## src/wped_pkg.sv

```systemverilog
package wped_pkg;

    // shared multiplier operand and product
    localparam int MUL_W  = 33;
    localparam int PROD_W = 2 * MUL_W;

    typedef logic signed [MUL_W-1:0]  mul_op_t;
    typedef logic signed [PROD_W-1:0] prod_t;

    typedef logic signed [15:0] sample_t;
    typedef logic        [15:0] power_t;
    typedef logic        [15:0] level_t;

    // dc blocker coefficients, unsigned with 30 fraction bits
    localparam logic [29:0] COEF_B0 = 30'd1073345117;
    localparam logic [29:0] COEF_P  = 30'd1072948409;

    // filter output format: 28 fraction bits
    localparam logic [28:0] Y_ONE      = 29'd268435456;
    localparam logic [63:0] ROUND_HALF = 64'd536870912;

    localparam logic signed [33:0] Y_MAX = 34'sd2147483647;
    localparam logic signed [33:0] Y_MIN = -34'sd2147483648;

    localparam logic [31:0] DECAY_RESET = 32'd4293395961;

    typedef struct packed {
        logic rd_en;
        logic wr_en;
    } ring_ctrl_t;

endpackage

```

## src/wped_mul.sv

```systemverilog
module wped_mul (
    input  logic              clk,
    input  wped_pkg::mul_op_t op_a,
    input  wped_pkg::mul_op_t op_b,
    output wped_pkg::prod_t   prod
);
    import wped_pkg::*;

    prod_t prod_reg;

    // one signed multiply per cycle, product registered
    always_ff @(posedge clk)
    begin
        prod_reg <= op_a * op_b;
    end

    assign prod = prod_reg;

endmodule

```

## config.mk

```make
export PLATFORM = sky130hd
export DESIGN_NAME = wped_mul
export DESIGN_NICKNAME = d
export VERILOG_FILES = /design/src/wped_pkg.sv /design/src/wped_mul.sv
export SDC_FILE = /design/constraint.sdc
export NUM_CORES = 2
export LEC_CHECK = 0
export ABC_AREA = 1
export BUFFER_PORTS_ARGS = -buffer_cell sky130_fd_sc_hd__buf_2
export CAP_MARGIN = 15
export CORE_MARGIN = 2
export CORE_UTILIZATION = 65
export CTS_BUF_LIST = sky130_fd_sc_hd__clkbuf_16
export DETAILED_ROUTE_END_ITERATION = 8
export PLACE_DENSITY = 0.83
export REMOVE_ABC_BUFFERS = 1
export SETUP_SLACK_MARGIN = 0.15
export SLEW_MARGIN = 20
export SYNTH_ARGS = -nofsm -noshare
export SYNTH_HDL_FRONTEND = slang
export SYNTH_SLANG_ARGS = --single-unit
```

## constraint.sdc

```tcl
create_clock -name clk -period 9.95 [get_ports clk]
set_input_delay 1.4925 -clock clk [delete_from_list [all_inputs] [get_ports clk]]
set_output_delay 1.4925 -clock clk [all_outputs]
set_load 0.005 [all_outputs]
```

==> impl_results.md <==
* Sequential area share after synthesis at between 3 and 4%
* Worst setup EP type: flip-flop
* Pin count of the biggest net entering global routing at 34
* Top cell type by total area after synthesis: fa_1
* Post-synth EDFFs at 0
* Top post-synthesis cells by area: fa_1 (53%), inv_1 (16%), nand2_1 (13%)
* Ys flop type: dfxtp_1
* Worst-Margin Slew at about 1.1 ns
* Clock Path Buffers at 2
* Core area at between 0.06 and 0.07 mm^2
* Maximum fanout along the worst path at 33
* Initial DRC count at ~2800
* GRT Total Usage at between 30% and 40%
* Nets at a little under 7000
* Vias in the first global route at roughly 37000
* Gate count after technology mapping at between 5000 and 6000
* Chip height at roughly 260 um
* Total congestion overflow at 0
* Placed cell area at 0.04419 mm^2
* Hold_buf cts at 0
* Layout cells sized above 1 at around 4.5%
* Area Growth Syn to Fin at 3.055%
* DRT antenna net count at 0
* Slew headroom at a little over a quarter
* First-pass GRT wire length at 191200 um
* DRC at 0
* Die area at roughly 0.069 mm^2
* Final min period at roughly 8.6 ns
* Root buffer cell: clkbuf_16
* Max-Cap Viols at 0
* Flop and latch count out of synthesis at 66
* RePlAce Congestion at roughly 1
* Fill cells at between 5000 and 6000
* RSZ-0062 raised after global routing: no
* Achievable Freq at 116.4 MHz
* Crit path arrival time at ~8.9 ns
* Post-CTS Setup Repair Bufs at 0
* Fin area at between 0.04 and 0.05 mm^2
* Tcrit/Tclk final at between 80% and 90%
* Endpoints failing setup at 0
* CTS tree: built
* Count of distinct cell types in the synthesized netlist at 35
* Clock Sinks at 66
* Hold Crit Class: input port to flip-flop
* Vias per cell at 5.279
* Final Hold Viols at 0
* Reg clk slew, reported paths at ~0.07 ns
* Detail Placement HPWL at 97980 um
* H-tree levels at 3
* Number of flip-flops under the largest register name at between 60 and 70
* Area fraction of the dominant cell type after synthesis at between 50% and 60%
* Die width at around 260 um
* Routed via count at 33410
* CP required at about 10 ns
* Starting density of the core at 65.67%
* FF+latch area at roughly 0.0013 mm^2
* Post-route setup TNS at 0 ns
* WL final at about 110000 um
* Num CTS Buffers at 9
* Drt first pass iters at 8
* FP Rows at 94
* Total number of yosys warnings at 0
* Io pins at roughly 130
* Post-CTS sizing at 0
* Ys async rst share at 0%
* Area occupied by multi-input gates at about 0.034 mm^2
* Pins Over Slew Limit at 0
* Wire per inst at between 15 and 20 um
* Status: finished, final reports clean
* Avg Cell Area, Syn at slightly below 8 um^2
* IO Port Bufs at 132
* Cell Area, Synth at roughly 0.043 mm^2
* Initial antenna violation count at 6
* Critical path class: input port to flip-flop
* Final core utilization at 67.67%
* CP startpoint kind: input port
==> area by class of cell <==
class,count,area share [%]
diodes,2,0.01125
well taps,864,2.430
inverters,1895,15.99
repair buffers,167,2.075
flip-flops and latches,66,2.970
clock buffers,9,0.5062
clock inverters,7,0.1547
multi-input cells,3319,75.87
==> path summary, 6_finish.rpt <==
kind | startpoint | endpoint | slack [ns] | depth (start not counted)
worst max-delay path | op_b[18] | prod[60]$_DFF_P_ | 1.36 | 23
worst min-delay path | op_b[0] | prod[0]$_DFF_P_ | 1.85 | 4
==> cell usage after synthesis, types with 5 or more instances <==
cell type,count
o21bai_1,14
nor2_2,20
dfxtp_1,66
nand4_1,19
a21oi_1,61
clkbuf_1,262
xor2_1,37
nand3_1,70
ha_1,217
nor3_1,7
inv_1,1894
nand3_2,8
or2_2,5
o21ai_0,19
fa_1,1145
nor2_1,131
nand2_1,1517
nand2_2,17
==> worst max-delay path: stages <==
cell,delay (ns)
buf_2,0.80
nand2_1,0.30
fa_1,0.74
inv_1,0.13
fa_1,0.82
inv_1,0.11
fa_1,0.51
fa_1,0.59
fa_1,0.46
fa_1,0.52
fa_1,0.43
fa_1,0.49
inv_1,0.04
ha_1,0.42
nand2_1,0.14
nor2_1,0.15
inv_1,0.07
nor3_1,0.21
nand2_1,0.11
nor2_1,0.10
nand2_1,0.08
nand4_1,0.08
nand2_1,0.06
==> through the flow <==
step                      hold slack (ns)  worst slack [ns]  std cells
after global placement              1.868            0.9372       6311
after CTS                           1.834             1.139       6327
after global routing                1.861            0.9110       6329
final                               1.854             1.359       6329
after floorplan                     1.586             2.145       5280
after detailed placement            1.867            0.7870       6311
==> layout by cell type, fill, tap and decap left out, drive strengths merged <==
cell type / n
bufinv: 1
nand3b: 3
ha: 217
xnor2: 4
nor3: 8
nor2: 154
clkinv: 4
a21oi: 65
a21o: 2
clkbuf: 9
buf: 167
a21boi: 1
diode: 2
nand2: 1534
nand3: 78
xor2: 37
inv: 1896
nand4: 19
fa: 1145
o21a: 1
nor4: 5
dfxtp: 66
clkinvlp: 1
o21ai: 23
and2: 3
or2: 6
o21bai: 14
==> per-layer routing <==
metal / vias up / global-route usage, % / part of all wire, %
met3: 355 / 6.115 / 9.4
met2: 1790 / 61.79 / 49
met5: - / 0 / 0
li1: 14800 / - / -
met4: 0 / 14.17 / 4.4
met1: 16470 / 46.18 / 37
==> cells by family (layout without fill, tap and decap cells) <==
family	after synthesis	after routing	share of synthesized area, %
AOI/OAI and AO/OA	106	106	1.377
adders and majority gates	1362	1362	59.38
buffers and inverters	2158	2078	18.76
xor gates and xnor gates	41	41	0.8317
and+or+nand+nor	1810	1810	16.59
other	0	2	0
DFF	66	66	3.060
Power is left out: the tool's default activity adds up to more than one toggle a clock period on the data nets, which glitch-free logic cannot reach.
